File: config.mk
export PLATFORM = sky130hd
export DESIGN_NAME = button_press_classifier
export DESIGN_NICKNAME = d
export VERILOG_FILES = /design/src/design/bpc_pkg.sv /design/src/design/button_press_classifier.sv /design/src/design/bpc_core.sv /design/src/design/bpc_evq.sv
export SDC_FILE = /design/constraint.sdc
export NUM_CORES = 1
export LEC_CHECK = 0
export ABC_CLOCK_PERIOD_IN_PS = 4000
export BUFFER_PORTS_ARGS = -buffer_cell sky130_fd_sc_hd__buf_2
export CAP_MARGIN = 20
export CORE_UTILIZATION = 55
export CTS_CLUSTER_SIZE = 25
export DETAILED_ROUTE_END_ITERATION = 16
export PLACE_DENSITY = 0.73
export RECOVER_POWER = 100
export SLEW_MARGIN = 20
export SYNTH_ARGS = -nofsm -noshare
export SYNTH_HDL_FRONTEND = slang
export SYNTH_SLANG_ARGS = --single-unit
File: constraint.sdc
create_clock -name clock -period 4 [get_ports clock]
set_clock_uncertainty 0.1 [all_clocks]
set_input_delay 1.2 -clock clock [delete_from_list [all_inputs] [get_ports clock]]
set_output_delay 1.2 -clock clock [all_outputs]
set_load 0.005 [all_outputs]
File: src/design/bpc_pkg.sv
// Shared types and codes for the button press classifier.
package bpc_pkg;

   localparam int REG_WIDTH = 16;
   localparam logic [REG_WIDTH-1:0] LONG_PRESS_RESET = 16'd1000;
   localparam logic [REG_WIDTH-1:0] REPEAT_PERIOD_RESET = 16'd200;

   localparam logic OP_LEVEL = 1'b0;
   localparam logic OP_TICK = 1'b1;

   localparam logic LEVEL_PRESSED = 1'b0;

   localparam logic CSR_LONG_PRESS = 1'b0;
   localparam logic CSR_REPEAT_PERIOD = 1'b1;

   typedef enum logic [1:0] {
      PH_IDLE = 2'd0,
      PH_PRESSED = 2'd1,
      PH_LONG = 2'd2,
      PH_REPEAT = 2'd3
   } phase_type;

   typedef enum logic [1:0] {
      EV_SHORT = 2'd0,
      EV_LONG = 2'd1,
      EV_REPEAT = 2'd2
   } event_kind_type;

endpackage

File: src/design/button_press_classifier.sv
// Top level of the button press classifier: registers, state core and result drain.
// Results: the first result of a request is registered and valid in the cycle after acceptance.
// Throughput: one request per cycle while each causes at most one result and rsp_ready is
// high; a tick that reports k events holds the result register until all k results are taken.
// Reset: all buttons idle, countdowns zero, long press 1000 and repeat 200 ticks,
// no results pending.
module button_press_classifier #(
   parameter int NUM_BUTTONS = 3,
   parameter int TIMER_BITS = 16
) (
   input  logic clock,
   input  logic reset,
   input  logic req_valid,
   output logic req_ready,
   input  logic req_op,
   input  logic [1:0] req_button,
   input  logic req_level,
   output logic rsp_valid,
   input  logic rsp_ready,
   output logic [1:0] rsp_button_id,
   output logic [1:0] rsp_event_kind,
   output logic rsp_last,
   input  logic csr_write_en,
   input  logic csr_index,
   input  logic [bpc_pkg::REG_WIDTH-1:0] csr_wdata
);

   logic [bpc_pkg::REG_WIDTH-1:0] long_ticks_ff;
   logic [bpc_pkg::REG_WIDTH-1:0] repeat_ticks_ff;
   logic accept;
   logic can_load;
   logic [NUM_BUTTONS-1:0] ev_mask;
   logic [1:0] ev_kind [NUM_BUTTONS];

   assign req_ready = can_load;
   assign accept = req_valid && req_ready;

   always_ff @(posedge clock) begin
      if (reset) begin
         long_ticks_ff <= bpc_pkg::LONG_PRESS_RESET;
         repeat_ticks_ff <= bpc_pkg::REPEAT_PERIOD_RESET;
      end else if (csr_write_en) begin
         unique case (csr_index)
            bpc_pkg::CSR_LONG_PRESS: long_ticks_ff <= csr_wdata;
            bpc_pkg::CSR_REPEAT_PERIOD: repeat_ticks_ff <= csr_wdata;
            default: long_ticks_ff <= long_ticks_ff;
         endcase
      end
   end

   bpc_core #(
      .NUM_BUTTONS(NUM_BUTTONS),
      .TIMER_BITS(TIMER_BITS)
   ) u_core (
      .clock(clock),
      .reset(reset),
      .accept(accept),
      .req_op(req_op),
      .req_button(req_button),
      .req_level(req_level),
      .long_ticks(long_ticks_ff),
      .repeat_ticks(repeat_ticks_ff),
      .ev_mask(ev_mask),
      .ev_kind(ev_kind)
   );

   bpc_evq #(
      .NUM_BUTTONS(NUM_BUTTONS)
   ) u_evq (
      .clock(clock),
      .reset(reset),
      .load(accept),
      .ev_mask(ev_mask),
      .ev_kind(ev_kind),
      .rsp_ready(rsp_ready),
      .rsp_valid(rsp_valid),
      .rsp_button_id(rsp_button_id),
      .rsp_event_kind(rsp_event_kind),
      .rsp_last(rsp_last),
      .can_load(can_load)
   );

   a_accept_drains: assert property (@(posedge clock) disable iff (reset)
      (req_valid && req_ready && rsp_valid) |-> (rsp_ready && rsp_last))
      else $error("request accepted while results still pending");

   a_reset_empty: assert property (@(posedge clock)
      reset |=> !rsp_valid)
      else $error("result valid right after reset");

   a_unknown_silent: assert property (@(posedge clock) disable iff (reset)
      (req_valid && req_ready && req_op == bpc_pkg::OP_LEVEL
       && 32'(req_button) >= NUM_BUTTONS) |=> !rsp_valid)
      else $error("unknown button produced a result");

endmodule

File: src/design/bpc_core.sv
// Per-button press state, countdowns and event generation for one request.
module bpc_core #(
   parameter int NUM_BUTTONS = 3,
   parameter int TIMER_BITS = 16
) (
   input  logic clock,
   input  logic reset,
   input  logic accept,
   input  logic req_op,
   input  logic [1:0] req_button,
   input  logic req_level,
   input  logic [bpc_pkg::REG_WIDTH-1:0] long_ticks,
   input  logic [bpc_pkg::REG_WIDTH-1:0] repeat_ticks,
   output logic [NUM_BUTTONS-1:0] ev_mask,
   output logic [1:0] ev_kind [NUM_BUTTONS]
);

   localparam int LOAD_W = (TIMER_BITS > bpc_pkg::REG_WIDTH) ? TIMER_BITS : bpc_pkg::REG_WIDTH;

   bpc_pkg::phase_type phase_ff [NUM_BUTTONS];
   bpc_pkg::phase_type phase_in [NUM_BUTTONS];
   logic [TIMER_BITS-1:0] count_ff [NUM_BUTTONS];
   logic [TIMER_BITS-1:0] count_in [NUM_BUTTONS];
   logic [NUM_BUTTONS-1:0] held_ff;
   logic [NUM_BUTTONS-1:0] held_in;
   logic [TIMER_BITS-1:0] long_load;
   logic [TIMER_BITS-1:0] repeat_load;

   function automatic logic [TIMER_BITS-1:0] load_value(input logic [bpc_pkg::REG_WIDTH-1:0] r);
      logic [LOAD_W-1:0] v;
      logic [LOAD_W-1:0] tmax;
      v = LOAD_W'(r);
      tmax = LOAD_W'((33'd1 << TIMER_BITS) - 33'd1);
      if (v == '0) begin
         v = LOAD_W'(1);
      end
      if (v > tmax) begin
         v = tmax;
      end
      return TIMER_BITS'(v);
   endfunction

   assign long_load = load_value(long_ticks);
   assign repeat_load = load_value(repeat_ticks);

   always_comb begin
      for (int b = 0; b < NUM_BUTTONS; b++) begin
         phase_in[b] = phase_ff[b];
         count_in[b] = count_ff[b];
         held_in[b] = held_ff[b];
         ev_mask[b] = 1'b0;
         ev_kind[b] = bpc_pkg::EV_SHORT;
         if (accept) begin
            if (req_op == bpc_pkg::OP_LEVEL) begin
               if (32'(req_button) == b) begin
                  if (req_level == bpc_pkg::LEVEL_PRESSED) begin
                     held_in[b] = 1'b1;
                     if (phase_ff[b] == bpc_pkg::PH_IDLE) begin
                        phase_in[b] = bpc_pkg::PH_PRESSED;
                        count_in[b] = long_load;
                     end
                  end else if (held_ff[b]) begin
                     held_in[b] = 1'b0;
                     ev_mask[b] = (phase_ff[b] == bpc_pkg::PH_PRESSED);
                     phase_in[b] = bpc_pkg::PH_IDLE;
                     count_in[b] = '0;
                  end
               end
            end else if (phase_ff[b] != bpc_pkg::PH_IDLE) begin
               if (count_ff[b] > TIMER_BITS'(1)) begin
                  count_in[b] = count_ff[b] - TIMER_BITS'(1);
               end else begin
                  ev_mask[b] = 1'b1;
                  if (phase_ff[b] == bpc_pkg::PH_PRESSED) begin
                     ev_kind[b] = bpc_pkg::EV_LONG;
                     phase_in[b] = bpc_pkg::PH_LONG;
                  end else begin
                     ev_kind[b] = bpc_pkg::EV_REPEAT;
                     phase_in[b] = bpc_pkg::PH_REPEAT;
                  end
                  count_in[b] = repeat_load;
               end
            end
         end
      end
   end

   always_ff @(posedge clock) begin
      if (reset) begin
         for (int b = 0; b < NUM_BUTTONS; b++) begin
            phase_ff[b] <= bpc_pkg::PH_IDLE;
            count_ff[b] <= '0;
         end
         held_ff <= '0;
      end else begin
         for (int b = 0; b < NUM_BUTTONS; b++) begin
            phase_ff[b] <= phase_in[b];
            count_ff[b] <= count_in[b];
         end
         held_ff <= held_in;
      end
   end

endmodule

File: src/design/bpc_evq.sv
// Pending event register that drains one result per cycle while rsp_ready is high, lowest button first.
module bpc_evq #(
   parameter int NUM_BUTTONS = 3
) (
   input  logic clock,
   input  logic reset,
   input  logic load,
   input  logic [NUM_BUTTONS-1:0] ev_mask,
   input  logic [1:0] ev_kind [NUM_BUTTONS],
   input  logic rsp_ready,
   output logic rsp_valid,
   output logic [1:0] rsp_button_id,
   output logic [1:0] rsp_event_kind,
   output logic rsp_last,
   output logic can_load
);

   localparam int SEL_W = (NUM_BUTTONS > 1) ? $clog2(NUM_BUTTONS) : 1;

   logic [NUM_BUTTONS-1:0] pend_ff;
   logic [NUM_BUTTONS-1:0] pend_in;
   logic [1:0] kind_ff [NUM_BUTTONS];
   logic [NUM_BUTTONS-1:0] rest;
   logic [SEL_W-1:0] sel;

   assign rest = pend_ff & (pend_ff - NUM_BUTTONS'(1));
   assign rsp_valid = (pend_ff != '0);
   assign rsp_last = (rest == '0);
   assign can_load = !rsp_valid || (rsp_ready && rsp_last);

   always_comb begin
      sel = '0;
      for (int i = NUM_BUTTONS - 1; i >= 0; i--) begin
         if (pend_ff[i]) begin
            sel = SEL_W'(i);
         end
      end
   end

   assign rsp_button_id = 2'(sel);
   assign rsp_event_kind = kind_ff[sel];

   always_comb begin
      pend_in = pend_ff;
      if (load) begin
         pend_in = ev_mask;
      end else if (rsp_valid && rsp_ready) begin
         pend_in = rest;
      end
   end

   always_ff @(posedge clock) begin
      if (reset) begin
         pend_ff <= '0;
      end else begin
         pend_ff <= pend_in;
      end
   end

   always_ff @(posedge clock) begin
      if (load) begin
         for (int i = 0; i < NUM_BUTTONS; i++) begin
            kind_ff[i] <= ev_kind[i];
         end
      end
   end

endmodule

==> results.sh <==
export IMPL_grt_pass1_wl_mm=25.4
export IMPL_n_antenna_cell=0
export IMPL_synth_fp_nets=746
export IMPL_yosys_area_top_type="dfxtp_1"
export IMPL_crit_slowest_cell="clkbuf_1"
export IMPL_layout_drive_gt1_share_pct=7.45
export IMPL_antenna_found_initial=0
export IMPL_synth_edf_count=6
export IMPL_drc=0
export IMPL_setup_tns_final_ns=0
export IMPL_std_cell_rows=36
export IMPL_ys_top_cells_by_area="dfxtp_1 33%, nand2_1 8.8%, a311oi_1 5.7%, nor2_1 5.1%, o211ai_1 4.3%"
export IMPL_ff2ff_setup_slack_ns=0.77
export IMPL_ys_async_sr_fraction_pct=0
export IMPL_final_area_um2=5930
export IMPL_final_core_util_pct=60.6
export IMPL_cp_max_fo=32
export IMPL_grt_pass1_vias=4956
export IMPL_synth_top_area_share_pct=33.1
export IMPL_ys_seq_elements=98
export IMPL_status="finished with violations"
export IMPL_mostFrequentLayoutCells="131 x nand2_1, 92 x dfxtp_1, 75 x nor2_1"
export IMPL_dieArea_um2=10500
export IMPL_crit_type="primary input to flip-flop"
export IMPL_cts_resized=0
export IMPL_gp_congestion=0.903
export IMPL_htreeDepth=3
export IMPL_finalSetupViolations=0
export IMPL_cts_made_buffers=9
export IMPL_postCtsHoldBufs=0
export IMPL_worst_pin_slew_ns=1.53
export IMPL_cts_tree="built"
export IMPL_grt_max_degree=44
export IMPL_clock_latency_ns=0.38
export IMPL_drt_first_iter_violations=420
export IMPL_rsz0062_at_grt="no"
export IMPL_ios=33
export IMPL_crit_arrival_ns=3.47
export IMPL_dr_pass1_iters=5
export IMPL_detail_route_antenna_nets=0
export IMPL_synth_distinct_cells=57
export IMPL_core_um2=9770
export IMPL_chipWidth_um=103
export IMPL_holdWs_ns=0.363
export IMPL_cp_common_cell="clkbuf_1"
export IMPL_grt_overflow_total=0
export IMPL_grt_use_total_pct=32.2
export IMPL_ys_flop_type="dfxtp_1"
export IMPL_syn_inst=714
export IMPL_hold_viol=0
export IMPL_via_per_inst=6.40
export IMPL_slew_headroom_pct=-1.69
export IMPL_nets=752
export IMPL_numPortBuffers=32
export IMPL_p_leak_nw=2.15
export IMPL_final_common_cell="nand2_1"
export IMPL_synth_area_per_cell_um2=7.80
export IMPL_dp_final_hpwl_mm=11.1
export IMPL_cts_sinks=98
export IMPL_vdd_drop_max_mv=0.227
export IMPL_cts_path_max_buffers=2
export IMPL_cp_cell_sequence="clkbuf_1 -> clkbuf_1 -> nand3b_1"
export IMPL_synth_seq_area_share_pct=36.3
export IMPL_clk_pin_slew_ns=0.10
export IMPL_netlist_area_um2=5570
export IMPL_slew_violations=30
export IMPL_startpoint_type="primary input"
export IMPL_synth_warnings=0
export IMPL_fmax_mhz=308
export IMPL_cts_root_buf="clkbuf_8"
export IMPL_required_ns=4.22
export IMPL_placed_area_um2=5770
export IMPL_start_util_pct=57.0
export IMPL_critPathMaxStageDelay_ns=1.08
export IMPL_power_density_nw_per_um2=415
export IMPL_period_share_pct=81.2
export IMPL_fp_dieH_um=103
export IMPL_end_kind="flip-flop"
export IMPL_vias=5493
export IMPL_hp_class="flip-flop to flip-flop"
export IMPL_post_cts_setup_buffers=0
export IMPL_cap_viol_max_count=1
export IMPL_syn_to_final_growth_pct=6.45
export IMPL_routed_wl_mm=16.2
export IMPL_routedWlPerCell_um=18.9
export IMPL_violations="capacitance limit, slew limit"
export IMPL_finalCriticalPeriod_ns=3.25
[registers in the layout, indices dropped and copies added, names as in the netlist]
name and count:
u_evq.pend_ff 3, long_ticks_ff 16, u_evq.kind_ff 6, repeat_ticks_ff 16, u_core.held_ff 3, u_core.count_ff 48, u_core.phase_ff 6
[stage by stage]
stage | total power [mW] | cells | worst slack (ns)
after floorplan | 1.64 | 714 | 1.17
after global placement | 1.77 | 842 | 0.894
after detailed placement | 1.79 | 842 | 0.758
after CTS | 2.47 | 858 | 0.875
after global routing | 2.58 | 858 | 0.505
final | 2.46 | 858 | 0.750
[power breakdown]
group          internal (mW)  switching, mW  total, mW
combinational          0.251          0.429      0.680
clock                  0.333          0.363      0.696
sequential              1.03         0.0573       1.09
total                   1.61          0.850       2.46
[critical path: cells and delay by family]
kind | cells | cell delay (ns)
buf+inv | 2 | 2.05
simple gates | 1 | 0.21
[area by class of cell]
type                       instances  area, um^2
clock inverter                     4        53.8
sequential                        98        2020
inverter                          16        60.1
multi-input combinational        552        3250
fill                             935        3850
clock buffer                      12         156
timing repair buffer              43         218
tap                              133         166
[logic make-up (layout without fill, tap and decap cells)]
family          count (synthesis)  in the layout  share of synthesized area [%]
mux                             6              6                           1.10
flops                          98             98                           36.3
simple gates                  327            327                           28.0
xor+xnor                       31             31                           4.88
compound gates                182            182                           23.6
buf+inv                        64             75                           4.81
fa+ha+maj                       6              6                           1.35
[routing by layer]
metal / wire (um) / up-vias / GRT usage, %
li1: - / 2626 / -
met1: 6640 / 2573 / 41.4
met2: 7600 / 240 / 50.8
met3: 1230 / 54 / 5.90
met4: 756 / 0 / 18.2
met5: 0 / - / 0
[Yosys cell counts (6+ instances only)]
cell / n
nor3_1: 24
nand2_1: 131
nand3b_1: 12
o32ai_1: 6
nand4_1: 9
a31oi_1: 6
xor2_1: 14
xnor2_1: 17
a211oi_1: 8
ha_1: 6
o21a_1: 7
a21oi_1: 42
buf_2: 10
a311oi_1: 36
clkbuf_1: 34
edfxtp_1: 6
nand3_1: 7
dfxtp_1: 92
nand2b_1: 11
nor2_1: 75
o211ai_1: 32
o31ai_1: 6
nor4_1: 18
o21ai_0: 17
inv_1: 15
[worst paths after layout]
kind,start,cells past startpoint,end
worst max-delay path,reset,3,long_ticks_ff[7]$_SDFFE_PP1P_
worst min-delay path,repeat_ticks_ff[0]$_SDFFE_PP0P_,2,repeat_ticks_ff[0]$_SDFFE_PP0P_
worst max register to register,u_core.count_ff[0][34]$_SDFFE_PP0P_,7,u_core.count_ff[0][44]$_SDFFE_PP0P_
worst min register to register,repeat_ticks_ff[0]$_SDFFE_PP0P_,2,repeat_ticks_ff[0]$_SDFFE_PP0P_
No activity file was read; power rests on OpenSTA's default activity.
